===== src/rtl/core/bsl_pkg.sv =====
// shared types, constants and helpers for the byte stream lexer
`default_nettype none
package bsl_pkg;

   localparam int OFFSET_BITS   = 32;
   localparam int LENGTH_BITS   = 16;
   localparam int POSITION_BITS = 24;
   localparam int KIND_BITS     = 3;

   localparam int QUEUE_DEPTH = 4;
   localparam int QPTR_BITS   = $clog2(QUEUE_DEPTH);

   localparam logic [KIND_BITS-1:0] KIND_IDENT  = 3'd0;
   localparam logic [KIND_BITS-1:0] KIND_NUMBER = 3'd1;
   localparam logic [KIND_BITS-1:0] KIND_OPEN   = 3'd2;
   localparam logic [KIND_BITS-1:0] KIND_CLOSE  = 3'd3;
   localparam logic [KIND_BITS-1:0] KIND_COMMA  = 3'd4;
   localparam logic [KIND_BITS-1:0] KIND_END    = 3'd5;
   localparam logic [KIND_BITS-1:0] KIND_UNREC  = 3'd6;

   localparam logic [LENGTH_BITS-1:0]   LENGTH_MAX   = '1;
   localparam logic [POSITION_BITS-1:0] POSITION_MAX = '1;
   localparam logic [POSITION_BITS-1:0] POSITION_ONE = POSITION_BITS'(1);

   localparam logic [7:0] CH_MINUS = 8'h2D;
   localparam logic [7:0] CH_DOT   = 8'h2E;
   localparam logic [7:0] CH_LE    = 8'h65;
   localparam logic [7:0] CH_UE    = 8'h45;
   localparam logic [7:0] CH_PLUS  = 8'h2B;
   localparam logic [7:0] CH_OPEN  = 8'h28;
   localparam logic [7:0] CH_CLOSE = 8'h29;
   localparam logic [7:0] CH_COMMA = 8'h2C;
   localparam logic [7:0] CH_UNDER = 8'h5F;
   localparam logic [7:0] CH_NL    = 8'h0A;
   localparam logic [7:0] CH_TAB   = 8'h09;
   localparam logic [7:0] CH_CR    = 8'h0D;
   localparam logic [7:0] CH_VT    = 8'h0B;
   localparam logic [7:0] CH_FF    = 8'h0C;
   localparam logic [7:0] CH_SPACE = 8'h20;

   typedef enum logic [3:0] {
      MODE_IDLE,
      MODE_COMMENT,
      MODE_MINUS,
      MODE_IDENT,
      MODE_INT,
      MODE_FRAC,
      MODE_EXPMARK,
      MODE_EXPSIGN,
      MODE_EXPDIG
   } mode_type;

   typedef struct packed {
      logic [OFFSET_BITS-1:0]   off;
      logic [POSITION_BITS-1:0] line;
      logic [POSITION_BITS-1:0] col;
   } pos_type;

   typedef struct packed {
      logic [7:0] b;
      pos_type    p;
   } rp_type;

   typedef struct packed {
      logic [KIND_BITS-1:0]     kind;
      logic [OFFSET_BITS-1:0]   offset;
      logic [LENGTH_BITS-1:0]   length;
      logic [POSITION_BITS-1:0] line;
      logic [POSITION_BITS-1:0] column;
      logic                     last;
   } token_type;

   typedef struct packed {
      logic      v;
      token_type t;
   } emit_type;

   typedef struct packed {
      token_type [2:0] tok;
      logic [1:0]      count;
   } bundle_type;

   typedef struct packed {
      mode_type                 mode;
      logic [7:0]               held0;
      logic [7:0]               held1;
      logic [1:0]               held_count;
      logic                     digit_seen;
      logic [OFFSET_BITS-1:0]   open_start;
      logic [LENGTH_BITS-1:0]   open_length;
      logic [POSITION_BITS-1:0] open_line;
      logic [POSITION_BITS-1:0] open_col;
   } scan_type;

   function automatic logic is_digit(input logic [7:0] c);
      return (c >= 8'h30) && (c <= 8'h39);
   endfunction

   function automatic logic is_head(input logic [7:0] c);
      return ((c >= 8'h61) && (c <= 8'h7A)) || ((c >= 8'h41) && (c <= 8'h5A)) || (c == CH_UNDER);
   endfunction

   function automatic logic is_space(input logic [7:0] c);
      return (c == CH_SPACE) || (c == CH_TAB) || (c == CH_NL) || (c == CH_CR) ||
             (c == CH_VT) || (c == CH_FF);
   endfunction

   function automatic logic [LENGTH_BITS-1:0] len_add(input logic [LENGTH_BITS-1:0] x,
                                                      input logic [1:0] k);
      logic [LENGTH_BITS:0] s;
      s = {1'b0, x} + {{(LENGTH_BITS-1){1'b0}}, k};
      return (s > {1'b0, LENGTH_MAX}) ? LENGTH_MAX : s[LENGTH_BITS-1:0];
   endfunction

   function automatic logic [POSITION_BITS-1:0] pos_inc(input logic [POSITION_BITS-1:0] x);
      return (x == POSITION_MAX) ? x : x + POSITION_ONE;
   endfunction

   function automatic logic [POSITION_BITS-1:0] pos_back(input logic [POSITION_BITS-1:0] x,
                                                         input logic [1:0] k);
      logic [POSITION_BITS-1:0] kk;
      kk = {{(POSITION_BITS-2){1'b0}}, k};
      return (x > kk) ? x - kk : POSITION_ONE;
   endfunction

   function automatic token_type mk_tok(input logic [KIND_BITS-1:0] kind,
                                        input logic [OFFSET_BITS-1:0] off,
                                        input logic [LENGTH_BITS-1:0] len,
                                        input logic [POSITION_BITS-1:0] line,
                                        input logic [POSITION_BITS-1:0] col);
      token_type t;
      t.kind   = kind;
      t.offset = off;
      t.length = len;
      t.line   = line;
      t.column = col;
      t.last   = 1'b0;
      return t;
   endfunction

endpackage
`default_nettype wire


===== src/rtl/core/bsl_front.sv =====
// front end: takes bytes, scans one per cycle unless q_full, bundles tokens per word
`default_nettype none
module bsl_front (
   input  wire logic                clock,
   input  wire logic                reset,
   input  wire logic                req_push,
   output logic                     req_full,
   input  wire logic [7:0]          req_byte_value,
   input  wire logic                req_byte_present,
   input  wire logic                req_source_ends,
   input  wire logic                q_full,
   output logic                     bundle_push,
   output bsl_pkg::bundle_type      bundle
);
   import bsl_pkg::*;

   typedef struct packed {
      scan_type s;
      emit_type e;
   } beg_type;

   scan_type scan_ff, scan_in, sn, scan_rst;
   logic [1:0] rp_n_ff, rp_n_in, w_rp_n, nrp_n;
   rp_type [1:0] rp_ff, rp_in, w_rp, nrp;
   logic c_v_ff, c_v_in, w_c_v;
   rp_type c_ff, c_in, w_c;
   logic e_v_ff, e_v_in, w_e_v;
   pos_type e_ff, e_in, w_e;
   logic carry_v_ff, carry_v_in;
   token_type carry_ff, carry_in;
   logic [OFFSET_BITS-1:0] off_ff, off_in;
   logic [POSITION_BITS-1:0] line_ff, line_in, col_ff, col_in;
   pos_type cnt_now, cnt_after;

   logic busy, accept, h_rp, heof, has_head, step_en, consumed, item_final;
   logic [7:0] hb;
   pos_type hp;
   logic dig, isdot, is_e, sign, minus, body, nl;
   logic fin, bt;
   logic [KIND_BITS-1:0] fin_kind;
   emit_type e0, e1;
   beg_type bg;
   token_type [2:0] tv, lst;
   logic [2:0] vv;
   logic [1:0] n;

   function automatic beg_type beg(input logic [7:0] b, input logic eof, input pos_type p,
                                   input scan_type si);
      beg_type r;
      r.s = si;
      r.s.mode = MODE_IDLE;
      r.e = '0;
      if (!eof && !is_space(b)) begin
         r.s.open_start  = p.off;
         r.s.open_length = LENGTH_BITS'(1);
         r.s.open_line   = p.line;
         r.s.open_col    = p.col;
         priority if (b == CH_MINUS) begin
            r.s.mode = MODE_MINUS;
            r.s.digit_seen = 1'b0;
         end else if (is_head(b)) begin
            r.s.mode = MODE_IDENT;
         end else if (is_digit(b)) begin
            r.s.mode = MODE_INT;
            r.s.digit_seen = 1'b1;
         end else if (b == CH_DOT) begin
            r.s.mode = MODE_FRAC;
            r.s.digit_seen = 1'b0;
         end else begin
            // single byte token, open fields stay as they were
            r.s = si;
            r.s.mode = MODE_IDLE;
            r.e.v = 1'b1;
            priority if (b == CH_OPEN) begin
               r.e.t = mk_tok(KIND_OPEN, p.off, LENGTH_BITS'(1), p.line, p.col);
            end else if (b == CH_CLOSE) begin
               r.e.t = mk_tok(KIND_CLOSE, p.off, LENGTH_BITS'(1), p.line, p.col);
            end else if (b == CH_COMMA) begin
               r.e.t = mk_tok(KIND_COMMA, p.off, LENGTH_BITS'(1), p.line, p.col);
            end else begin
               r.e.t = mk_tok(KIND_UNREC, p.off, LENGTH_BITS'(1), p.line, p.col);
            end
         end
      end
      return r;
   endfunction

   assign busy     = (rp_n_ff != 2'd0) || c_v_ff || e_v_ff;
   assign req_full = busy || q_full;
   assign accept   = req_push && !req_full;

   // line and column tracking runs at accept, independent of scanning
   always_comb begin
      cnt_now.off  = off_ff;
      cnt_now.line = line_ff;
      cnt_now.col  = col_ff;
      cnt_after    = cnt_now;
      if (req_byte_present) begin
         cnt_after.off = off_ff + OFFSET_BITS'(1);
         if (req_byte_value == CH_NL) begin
            cnt_after.line = pos_inc(line_ff);
            cnt_after.col  = POSITION_ONE;
         end else begin
            cnt_after.col = pos_inc(col_ff);
         end
      end
      off_in  = off_ff;
      line_in = line_ff;
      col_in  = col_ff;
      if (accept) begin
         if (req_source_ends) begin
            off_in  = '0;
            line_in = POSITION_ONE;
            col_in  = POSITION_ONE;
         end else begin
            off_in  = cnt_after.off;
            line_in = cnt_after.line;
            col_in  = cnt_after.col;
         end
      end
   end

   // pending work of the current word
   always_comb begin
      if (busy) begin
         w_rp_n = rp_n_ff;
         w_rp   = rp_ff;
         w_c_v  = c_v_ff;
         w_c    = c_ff;
         w_e_v  = e_v_ff;
         w_e    = e_ff;
      end else begin
         w_rp_n = '0;
         w_rp   = rp_ff;
         w_c_v  = accept && req_byte_present;
         w_c.b  = req_byte_value;
         w_c.p  = cnt_now;
         w_e_v  = accept && req_source_ends;
         w_e    = cnt_after;
      end
      h_rp     = (w_rp_n != 2'd0);
      heof     = !h_rp && !w_c_v;
      has_head = h_rp || w_c_v || w_e_v;
      step_en  = has_head && !q_full;
      hb       = h_rp ? w_rp[0].b : w_c.b;
      hp       = h_rp ? w_rp[0].p : (w_c_v ? w_c.p : w_e);
   end

   always_comb begin
      dig   = !heof && is_digit(hb);
      isdot = !heof && (hb == CH_DOT);
      is_e  = !heof && ((hb == CH_LE) || (hb == CH_UE));
      minus = !heof && (hb == CH_MINUS);
      sign  = !heof && ((hb == CH_PLUS) || (hb == CH_MINUS));
      body  = !heof && (is_head(hb) || is_digit(hb));
      nl    = !heof && (hb == CH_NL);
      bg    = beg(hb, heof, hp, scan_ff);
   end

   // one scanner step on the head byte
   always_comb begin
      sn       = scan_ff;
      consumed = 1'b1;
      e0       = '0;
      e1       = '0;
      nrp_n    = '0;
      nrp      = '0;
      fin      = 1'b0;
      bt       = 1'b0;
      fin_kind = KIND_NUMBER;
      unique case (scan_ff.mode)
         MODE_COMMENT: begin
            if (heof || nl) begin
               sn.mode = MODE_IDLE;
            end
         end
         MODE_MINUS: begin
            priority if (minus) begin
               sn.mode = MODE_COMMENT;
            end else if (dig) begin
               sn.open_length = len_add(scan_ff.open_length, 2'd1);
               sn.digit_seen = 1'b1;
               sn.mode = MODE_INT;
            end else if (isdot) begin
               sn.open_length = len_add(scan_ff.open_length, 2'd1);
               sn.digit_seen = 1'b0;
               sn.mode = MODE_FRAC;
            end else begin
               fin = 1'b1;
               fin_kind = KIND_UNREC;
            end
         end
         MODE_IDENT: begin
            if (body) begin
               sn.open_length = len_add(scan_ff.open_length, 2'd1);
            end else begin
               fin = 1'b1;
               fin_kind = KIND_IDENT;
            end
         end
         MODE_INT: begin
            priority if (dig) begin
               sn.open_length = len_add(scan_ff.open_length, 2'd1);
            end else if (isdot) begin
               sn.open_length = len_add(scan_ff.open_length, 2'd1);
               sn.mode = MODE_FRAC;
            end else if (is_e) begin
               sn.held0 = hb;
               sn.held_count = 2'd1;
               sn.mode = MODE_EXPMARK;
            end else begin
               fin = 1'b1;
            end
         end
         MODE_FRAC: begin
            priority if (dig) begin
               sn.open_length = len_add(scan_ff.open_length, 2'd1);
               sn.digit_seen = 1'b1;
            end else if (!scan_ff.digit_seen) begin
               // lone point or hyphen-point: first byte is unrecognised, rescan the rest
               consumed = 1'b0;
               sn.mode = MODE_IDLE;
               e0.v = 1'b1;
               e0.t = mk_tok(KIND_UNREC, scan_ff.open_start, LENGTH_BITS'(1),
                             scan_ff.open_line, scan_ff.open_col);
               if (scan_ff.open_length >= LENGTH_BITS'(2)) begin
                  nrp_n = 2'd1;
                  nrp[0].b = CH_DOT;
                  nrp[0].p.off  = scan_ff.open_start + OFFSET_BITS'(1);
                  nrp[0].p.line = scan_ff.open_line;
                  nrp[0].p.col  = pos_inc(scan_ff.open_col);
               end
            end else if (is_e) begin
               sn.held0 = hb;
               sn.held_count = 2'd1;
               sn.mode = MODE_EXPMARK;
            end else begin
               fin = 1'b1;
            end
         end
         MODE_EXPMARK: begin
            priority if (dig) begin
               sn.open_length = len_add(scan_ff.open_length, 2'd2);
               sn.held_count = 2'd0;
               sn.mode = MODE_EXPDIG;
            end else if (sign) begin
               sn.held1 = hb;
               sn.held_count = 2'd2;
               sn.mode = MODE_EXPSIGN;
            end else begin
               bt = 1'b1;
            end
         end
         MODE_EXPSIGN: begin
            if (dig) begin
               sn.open_length = len_add(scan_ff.open_length, 2'd3);
               sn.held_count = 2'd0;
               sn.mode = MODE_EXPDIG;
            end else begin
               bt = 1'b1;
            end
         end
         MODE_EXPDIG: begin
            if (dig) begin
               sn.open_length = len_add(scan_ff.open_length, 2'd1);
            end else begin
               fin = 1'b1;
            end
         end
         default: begin
            sn = bg.s;
            e0 = bg.e;
         end
      endcase

      if (fin) begin
         e0.v = 1'b1;
         e0.t = mk_tok(fin_kind, scan_ff.open_start, scan_ff.open_length,
                       scan_ff.open_line, scan_ff.open_col);
         sn = bg.s;
         e1 = bg.e;
      end

      // incomplete exponent: close the number, rescan the held marker and any held sign
      if (bt) begin
         consumed = 1'b0;
         sn.mode = MODE_IDLE;
         sn.held_count = 2'd0;
         e0.v = 1'b1;
         e0.t = mk_tok(KIND_NUMBER, scan_ff.open_start, scan_ff.open_length,
                       scan_ff.open_line, scan_ff.open_col);
         if (scan_ff.held_count == 2'd2) begin
            nrp_n = 2'd2;
            nrp[0].b = scan_ff.held0;
            nrp[0].p.off  = hp.off - OFFSET_BITS'(2);
            nrp[0].p.line = hp.line;
            nrp[0].p.col  = pos_back(hp.col, 2'd2);
            nrp[1].b = scan_ff.held1;
            nrp[1].p.off  = hp.off - OFFSET_BITS'(1);
            nrp[1].p.line = hp.line;
            nrp[1].p.col  = pos_back(hp.col, 2'd1);
         end else begin
            nrp_n = 2'd1;
            nrp[0].b = scan_ff.held0;
            nrp[0].p.off  = hp.off - OFFSET_BITS'(1);
            nrp[0].p.line = hp.line;
            nrp[0].p.col  = pos_back(hp.col, 2'd1);
         end
      end

      if (heof && consumed) begin
         e1.v = 1'b1;
         e1.t = mk_tok(KIND_END, hp.off, '0, hp.line, hp.col);
      end
   end

   // advance the pending work
   always_comb begin
      rp_n_in = w_rp_n;
      rp_in   = w_rp;
      c_v_in  = w_c_v;
      c_in    = w_c;
      e_v_in  = w_e_v;
      e_in    = w_e;
      scan_rst = scan_ff;
      scan_rst.mode        = MODE_IDLE;
      scan_rst.held_count  = '0;
      scan_rst.digit_seen  = 1'b0;
      scan_rst.open_start  = '0;
      scan_rst.open_length = '0;
      scan_rst.open_line   = POSITION_ONE;
      scan_rst.open_col    = POSITION_ONE;
      scan_in = scan_ff;
      if (step_en) begin
         scan_in = (heof && consumed) ? scan_rst : sn;
         if (consumed) begin
            priority if (h_rp) begin
               rp_in[0] = w_rp[1];
               rp_n_in  = w_rp_n - 2'd1;
            end else if (w_c_v) begin
               c_v_in = 1'b0;
            end else begin
               e_v_in = 1'b0;
            end
         end else begin
            rp_n_in = nrp_n;
            rp_in   = nrp;
         end
      end
      item_final = step_en && (rp_n_in == 2'd0) && !c_v_in && !e_v_in;
   end

   // gather tokens; the last one waits in carry until the word is done
   always_comb begin
      vv = {e1.v, e0.v, carry_v_ff};
      tv[0] = carry_ff;
      tv[1] = e0.t;
      tv[2] = e1.t;
      lst = '0;
      n = '0;
      for (int i = 0; i < 3; i++) begin
         if (vv[i]) begin
            lst[n] = tv[i];
            n = n + 2'd1;
         end
      end
      bundle.tok   = lst;
      bundle.count = n;
      bundle_push  = 1'b0;
      carry_v_in   = carry_v_ff;
      carry_in     = carry_ff;
      if (step_en) begin
         if (item_final) begin
            carry_v_in = 1'b0;
            if (n != 2'd0) begin
               bundle.tok[n - 2'd1].last = 1'b1;
               bundle_push = 1'b1;
            end
         end else if (n != 2'd0) begin
            carry_v_in   = 1'b1;
            carry_in     = lst[n - 2'd1];
            bundle.count = n - 2'd1;
            bundle_push  = (n > 2'd1);
         end
      end
   end

   always_ff @(posedge clock) begin
      if (reset) begin
         scan_ff.mode        <= MODE_IDLE;
         scan_ff.held0       <= '0;
         scan_ff.held1       <= '0;
         scan_ff.held_count  <= '0;
         scan_ff.digit_seen  <= 1'b0;
         scan_ff.open_start  <= '0;
         scan_ff.open_length <= '0;
         scan_ff.open_line   <= POSITION_ONE;
         scan_ff.open_col    <= POSITION_ONE;
         rp_n_ff    <= '0;
         c_v_ff     <= 1'b0;
         e_v_ff     <= 1'b0;
         carry_v_ff <= 1'b0;
         off_ff     <= '0;
         line_ff    <= POSITION_ONE;
         col_ff     <= POSITION_ONE;
      end else begin
         scan_ff    <= scan_in;
         rp_n_ff    <= rp_n_in;
         c_v_ff     <= c_v_in;
         e_v_ff     <= e_v_in;
         carry_v_ff <= carry_v_in;
         off_ff     <= off_in;
         line_ff    <= line_in;
         col_ff     <= col_in;
      end
   end

   always_ff @(posedge clock) begin
      rp_ff    <= rp_in;
      c_ff     <= c_in;
      e_ff     <= e_in;
      carry_ff <= carry_in;
   end

endmodule
`default_nettype wire


===== src/rtl/core/bsl_queue.sv =====
// short queue of token bundles between front and back
`default_nettype none
module bsl_queue (
   input  wire logic                clock,
   input  wire logic                reset,
   input  wire logic                wr_en,
   input  wire bsl_pkg::bundle_type wr_data,
   output logic                     full,
   input  wire logic                rd_en,
   output bsl_pkg::bundle_type      rd_data,
   output logic                     empty
);
   import bsl_pkg::*;

   bundle_type mem_ff [QUEUE_DEPTH];
   logic [QPTR_BITS-1:0] wr_ptr_ff, wr_ptr_in, rd_ptr_ff, rd_ptr_in;
   logic [QPTR_BITS:0] count_ff, count_in;
   logic do_wr, do_rd;

   assign full    = (count_ff == (QPTR_BITS+1)'(QUEUE_DEPTH));
   assign empty   = (count_ff == '0);
   assign rd_data = mem_ff[rd_ptr_ff];
   assign do_wr   = wr_en && !full;
   assign do_rd   = rd_en && !empty;

   always_comb begin
      wr_ptr_in = do_wr ? wr_ptr_ff + QPTR_BITS'(1) : wr_ptr_ff;
      rd_ptr_in = do_rd ? rd_ptr_ff + QPTR_BITS'(1) : rd_ptr_ff;
      count_in  = count_ff;
      unique case ({do_wr, do_rd})
         2'b10:   count_in = count_ff + (QPTR_BITS+1)'(1);
         2'b01:   count_in = count_ff - (QPTR_BITS+1)'(1);
         default: count_in = count_ff;
      endcase
   end

   always_ff @(posedge clock) begin
      if (reset) begin
         wr_ptr_ff <= '0;
         rd_ptr_ff <= '0;
         count_ff  <= '0;
      end else begin
         wr_ptr_ff <= wr_ptr_in;
         rd_ptr_ff <= rd_ptr_in;
         count_ff  <= count_in;
      end
   end

   always_ff @(posedge clock) begin
      if (do_wr) begin
         mem_ff[wr_ptr_ff] <= wr_data;
      end
   end

endmodule
`default_nettype wire


===== src/rtl/core/bsl_back.sv =====
// back end: splits bundles into single tokens behind an output register
`default_nettype none
module bsl_back (
   input  wire logic                                   clock,
   input  wire logic                                   reset,
   input  wire bsl_pkg::bundle_type                    head,
   input  wire logic                                   q_empty,
   output logic                                        q_pop,
   output logic                                        rsp_empty,
   input  wire logic                                   rsp_pop,
   output logic [bsl_pkg::KIND_BITS-1:0]               rsp_token_kind,
   output logic [bsl_pkg::OFFSET_BITS-1:0]             rsp_token_offset,
   output logic [bsl_pkg::LENGTH_BITS-1:0]             rsp_token_length,
   output logic [bsl_pkg::POSITION_BITS-1:0]           rsp_token_line,
   output logic [bsl_pkg::POSITION_BITS-1:0]           rsp_token_column,
   output logic                                        rsp_run_last
);
   import bsl_pkg::*;

   logic [1:0] idx_ff, idx_in;
   logic out_v_ff, out_v_in, load;
   token_type out_ff, out_in;

   always_comb begin
      load     = !q_empty && (!out_v_ff || rsp_pop);
      q_pop    = 1'b0;
      idx_in   = idx_ff;
      out_v_in = out_v_ff;
      out_in   = out_ff;
      if (load) begin
         out_in   = head.tok[idx_ff];
         out_v_in = 1'b1;
         if (idx_ff == head.count - 2'd1) begin
            q_pop  = 1'b1;
            idx_in = '0;
         end else begin
            idx_in = idx_ff + 2'd1;
         end
      end else if (rsp_pop) begin
         out_v_in = 1'b0;
      end
   end

   assign rsp_empty        = !out_v_ff;
   assign rsp_token_kind   = out_ff.kind;
   assign rsp_token_offset = out_ff.offset;
   assign rsp_token_length = out_ff.length;
   assign rsp_token_line   = out_ff.line;
   assign rsp_token_column = out_ff.column;
   assign rsp_run_last     = out_ff.last;

   always_ff @(posedge clock) begin
      if (reset) begin
         idx_ff   <= '0;
         out_v_ff <= 1'b0;
      end else begin
         idx_ff   <= idx_in;
         out_v_ff <= out_v_in;
      end
   end

   always_ff @(posedge clock) begin
      out_ff <= out_in;
   end

endmodule
`default_nettype wire


===== src/rtl/core/byte_stream_lexer_unit.sv =====
// Byte stream lexer: source bytes in, token records out.
// Input channel: a word of byte_value, byte_present and source_ends is taken at a clock
// edge with req_push high and req_full low. Result channel: while rsp_empty is low the
// oldest token is on the rsp_ ports; rsp_pop takes it. run_last marks the last token
// caused by one input word.
// Throughput: one input word per cycle in the common case, set by the single scanner
// step that the front end performs each cycle. A word that ends the source takes one
// extra step for the flush; an incomplete exponent or a lone point takes one step per
// rescanned byte. req_full is high during these.
// With the result side idle, a word's tokens pass through the bundle queue and then
// the output register of the back end to the rsp_ ports; a token that a later byte
// of the same word may follow waits until that word is done.
// The output register reloads at the edge at which rsp_pop takes its token.
// When the receiver stalls, tokens pile up in a four-entry bundle queue and then
// req_full rises; nothing is dropped. After an end token the lexer returns to its
// reset state and the next word starts a new source at offset zero, line one.
// Reset (synchronous, active high) clears the scanner, counters and the bundle queue.
`default_nettype none
module byte_stream_lexer_unit (
   input  wire logic                                   clock,
   input  wire logic                                   reset,
   input  wire logic                                   req_push,
   output logic                                        req_full,
   input  wire logic [7:0]                             req_byte_value,
   input  wire logic                                   req_byte_present,
   input  wire logic                                   req_source_ends,
   output logic                                        rsp_empty,
   input  wire logic                                   rsp_pop,
   output logic [bsl_pkg::KIND_BITS-1:0]               rsp_token_kind,
   output logic [bsl_pkg::OFFSET_BITS-1:0]             rsp_token_offset,
   output logic [bsl_pkg::LENGTH_BITS-1:0]             rsp_token_length,
   output logic [bsl_pkg::POSITION_BITS-1:0]           rsp_token_line,
   output logic [bsl_pkg::POSITION_BITS-1:0]           rsp_token_column,
   output logic                                        rsp_run_last
);
   import bsl_pkg::*;

   logic q_full, q_empty, q_pop, bundle_push;
   bundle_type bundle, head;

   bsl_front u_front (
      .clock            (clock),
      .reset            (reset),
      .req_push         (req_push),
      .req_full         (req_full),
      .req_byte_value   (req_byte_value),
      .req_byte_present (req_byte_present),
      .req_source_ends  (req_source_ends),
      .q_full           (q_full),
      .bundle_push      (bundle_push),
      .bundle           (bundle)
   );

   bsl_queue u_queue (
      .clock   (clock),
      .reset   (reset),
      .wr_en   (bundle_push),
      .wr_data (bundle),
      .full    (q_full),
      .rd_en   (q_pop),
      .rd_data (head),
      .empty   (q_empty)
   );

   bsl_back u_back (
      .clock            (clock),
      .reset            (reset),
      .head             (head),
      .q_empty          (q_empty),
      .q_pop            (q_pop),
      .rsp_empty        (rsp_empty),
      .rsp_pop          (rsp_pop),
      .rsp_token_kind   (rsp_token_kind),
      .rsp_token_offset (rsp_token_offset),
      .rsp_token_length (rsp_token_length),
      .rsp_token_line   (rsp_token_line),
      .rsp_token_column (rsp_token_column),
      .rsp_run_last     (rsp_run_last)
   );

endmodule
`default_nettype wire

===== config.mk =====
export PLATFORM = sky130hd
export DESIGN_NAME = byte_stream_lexer_unit
export DESIGN_NICKNAME = d
export VERILOG_FILES = /design/src/rtl/core/bsl_pkg.sv /design/src/rtl/core/bsl_front.sv /design/src/rtl/core/bsl_queue.sv /design/src/rtl/core/bsl_back.sv /design/src/rtl/core/byte_stream_lexer_unit.sv
export SDC_FILE = /design/constraint.sdc
export NUM_CORES = 2
export LEC_CHECK = 0
export BUFFER_PORTS_ARGS = -buffer_cell sky130_fd_sc_hd__buf_4
export CORE_ASPECT_RATIO = 1.2
export CORE_MARGIN = 5
export CORE_UTILIZATION = 30
export CTS_BUF_LIST = sky130_fd_sc_hd__clkbuf_16
export DETAILED_ROUTE_END_ITERATION = 16
export GPL_TIMING_DRIVEN = 1
export SYNTH_ARGS = -nofsm -noshare
export SYNTH_HDL_FRONTEND = slang
export SYNTH_SLANG_ARGS = --single-unit

===== constraint.sdc =====
create_clock -name clock -period 12.2 [get_ports clock]
set_input_delay 0.61 -clock clock [delete_from_list [all_inputs] [get_ports clock]]
set_output_delay 0.61 -clock clock [all_outputs]
set_load 0.1 [all_outputs]

==> results.json <==
{
  "status": "complete, no violations",
  "finalMaxSlewViolations": 0,
  "dp_hpwl_um": 176000,
  "path_cells": "buf_4, nor2_1, nor2_1, a221o_1, nand3_1, o2111ai_1, o311a_1, buf_4, nand3_1, inv_1, ha_1, inv_1, nor3_1, a21o_4, a21oi_1, ha_1, buf_4, nand2_1, buf_4, o21ba_2, a21boi_2, buf_4, o221ai_1",
  "wl_um": 268000,
  "path_class": "reg2reg",
  "synth_compound_area_frac": 0.115,
  "crit_fanout": 37,
  "ys_ff_latch": 1908,
  "grt_pass1_wl_um": 394000,
  "synth_top_family_by_area": "compound AO/OA/AOI/OAI gates",
  "dieArea_um2": 300000,
  "layout_min_cycle_time_ns": 8.26,
  "syn2layout_area_growth_pct": 12.6,
  "crit_top_cell": "buf_4",
  "async_flop_share": 0,
  "seqCellArea_um2": 53500,
  "via_count": 59974,
  "critPathTopFamily": "simple AND/OR/NAND/NOR gates",
  "fill_cells": 28018,
  "htreeDepth": 4,
  "cp_num_buf_inv": 7,
  "cts_made_buffers": 185,
  "root_buffer": "clkbuf_16",
  "maxCapViolations": 0,
  "grt_pass1_vias": 58671,
  "grt_usage": 0.171,
  "gp_congestion": 0.911,
  "clk_path_buf_depth": 4,
  "drive_above_1_share": 0.136,
  "hold_path.class": "in2reg",
  "grt_max_degree": 129,
  "syn_inst": 6989,
  "end_kind": "register",
  "setup_viol": 0,
  "critPathLaunchType": "register",
  "fin_tns_setup_ns": 0,
  "io_pins": 116,
  "cp_slowest_stage_delay_ns": 0.63,
  "grt.overflow.total": 0,
  "critPathRequiredTime_ns": 12.76,
  "netlist_area_um2": 86800,
  "die_h_um": 599,
  "multiInputGateArea_um2": 31100,
  "relSlewSlack": 0.156,
  "synthesis.nets": 7036,
  "period_share": 0.677,
  "avgSynthCellArea_um2": 12.4,
  "synth_edf_count": 1524,
  "cts.sinks": 1908,
  "clock_skew_ns": 0.0619,
  "synth_cell_types": 112,
  "wl_per_cell_um": 24.6,
  "route.detailed.drc": 0,
  "cts_resized": 0,
  "cts.clk_slew.worst_paths_ns": 0.07,
  "die_w_um": 501,
  "p_leak_nw": 30.9,
  "clkLatencyLatePin_ns": 0.86,
  "via_per_inst": 5.51,
  "dr.first_iter.drc_count": 6003,
  "peakVddDrop_mv": 0.382,
  "dpl_cell_area_um2": 91800,
  "io_buffers": 115,
  "synth_adder_area_share": 0.00493,
  "fmax_mhz": 121,
  "cp.arrival_ns": 8.81,
  "worst_slew_pin_slew_ns": 1.25,
  "seq_area_frac_synth": 0.616,
  "final_antenna_net_count": 0,
  "nets": 6962,
  "synthFlopType": "edfxtp_1",
  "yosys.area_share.simple": 0.114,
  "synth_mux_area_frac": 0.0955,
  "drtPass1Iterations": 6,
  "synth-xor-area-share": 0.0253,
  "antenna_found_initial": 20,
  "cts_tree": "yes",
  "rows": 216,
  "cp_slowest_cell": "nor2_1",
  "hold_viol": 0,
  "coreArea_um2": 288000,
  "power-per-cell-area_nw_per_um2": 281,
  "ys_warn_count": 0,
  "rsz0062_at_grt": "no",
  "start_util": 0.301,
  "design_area_um2": 97700
}
==> where the power goes <==
group          switching, W  leakage [nW]  internal [W]
Clock               0.00255          2.96       0.00313
Sequential         0.000448          17.3       0.00932
Combinational       0.00892          10.7       0.00314
==> cells in the mapped netlist (all sizes together) (142+ instances only) <==
master	instances	area share
buf	142	0.0079
a21oi	309	0.018
clkbuf	409	0.018
o21ai	485	0.028
mux2i	160	0.018
mux4	287	0.074
nand2	808	0.035
a22oi	167	0.014
edfxtp	1524	0.53
nand3	163	0.0095
nor2	619	0.027
xnor2	176	0.018
dfxtp	384	0.089
==> flip-flops by register name (all words and copies together) (netlist names), 32 cells and up, named ones only <==
name / flops
u_queue.mem_ff: 1148
u_back.rsp_token_offset: 32
u_front.off_ff: 32
u_front.e_ff: 80
u_front.scan_ff: 119
u_front.carry_ff: 100
u_front.rp_ff: 176
u_front.c_ff: 88
==> what timing repair did <==
action	4_1_cts	5_1_grt
hold endpoints to repair	7	0
hold buffers	7	0
buffers inserted	0	0
==> worst min-delay path, stage by stage <==
cell     delay [ns]
buf_4          0.15
nand2_1        0.06
nand2_1        0.05
==> path summary, 6_finish.rpt <==
check                         start             endpoint  slack, ns  depth (start not counted)
hold reg to reg    u_front.c_ff[71]     u_front.c_ff[71]       0.45                          2
setup / recovery     u_front.c_v_ff  u_front.carry_ff[5]       3.94                         23
hold / removal    req_byte_value[2]     u_front.c_ff[82]       0.06                          3
setup reg to reg     u_front.c_v_ff  u_front.carry_ff[5]       3.94                         23
==> placed cells by master, fill, tap and decap left out, drive strengths merged, types with 25 or more instances in the layout <==
master,Yosys,routed
or3,46,46
xnor2,176,176
inv,77,122
and3,53,53
dfxtp,384,384
edfxtp,1524,1524
a22oi,167,167
o21ai,485,485
nand2b,30,30
a22o,35,35
a31oi,49,49
nor2,619,619
o221ai,78,78
xor2,75,75
mux4,287,287
o22ai,80,80
o31ai,29,29
nor4,69,69
and2,70,70
nand3,163,163
a21o,46,46
ha,31,31
a21oi,309,309
clkinv,0,73
clkbuf,409,187
nand2,808,808
nand4,70,70
buf,142,283
mux2i,160,160
nor2b,25,25
nor3,113,113
o211ai,27,27
==> area by class of cell <==
| cell class | instances | area share |
|---|---|---|
| antenna | 8 | 0.000205 |
| clock buffer | 187 | 0.0479 |
| clock inverter | 143 | 0.0115 |
| inverter | 77 | 0.00296 |
| multi-input combinational | 4453 | 0.318 |
| sequential | 1908 | 0.547 |
| tap | 3815 | 0.0488 |
| timing repair buffer | 290 | 0.0236 |
==> metal layers <==
| layer | track usage | wire [µm] | vias up |
|---|---|---|---|
| met5 | 0 | 80 | - |
| met2 | 0.279 | 125000 | 2705 |
| met1 | 0.230 | 111000 | 30368 |
| met3 | 0.0270 | 20700 | 504 |
| met4 | 0.0671 | 10700 | 12 |
| li1 | - | - | 26385 |
==> logic make-up after synthesis <==
logic type / Yosys count
adders and majority gates: 33
and+or+nand+nor: 2160
xor gates and xnor gates: 251
AOI/OAI and AO/OA: 1543
buffers and inverters: 628
DFF: 1908
muxes: 466
==> metrics by stage <==
stage | power [W] | hold slack, ns | cells | utilization | setup slack [ns]
finish | 0.0275 | 0.0642 | 10881 | 0.339 | 3.94
CTS | 0.0276 | 0.000572 | 10873 | 0.339 | 3.99
global route | 0.0286 | 0.0755 | 10875 | 0.339 | 3.55
global placement | 0.0217 | 0.424 | 10536 | 0.318 | 4.26
floorplan | 0.0178 | 0.410 | 6989 | - | 0.940
detailed placement | 0.0219 | 0.432 | 10536 | 0.318 | 4.01
No activity file was read; power rests on OpenSTA's default activity.
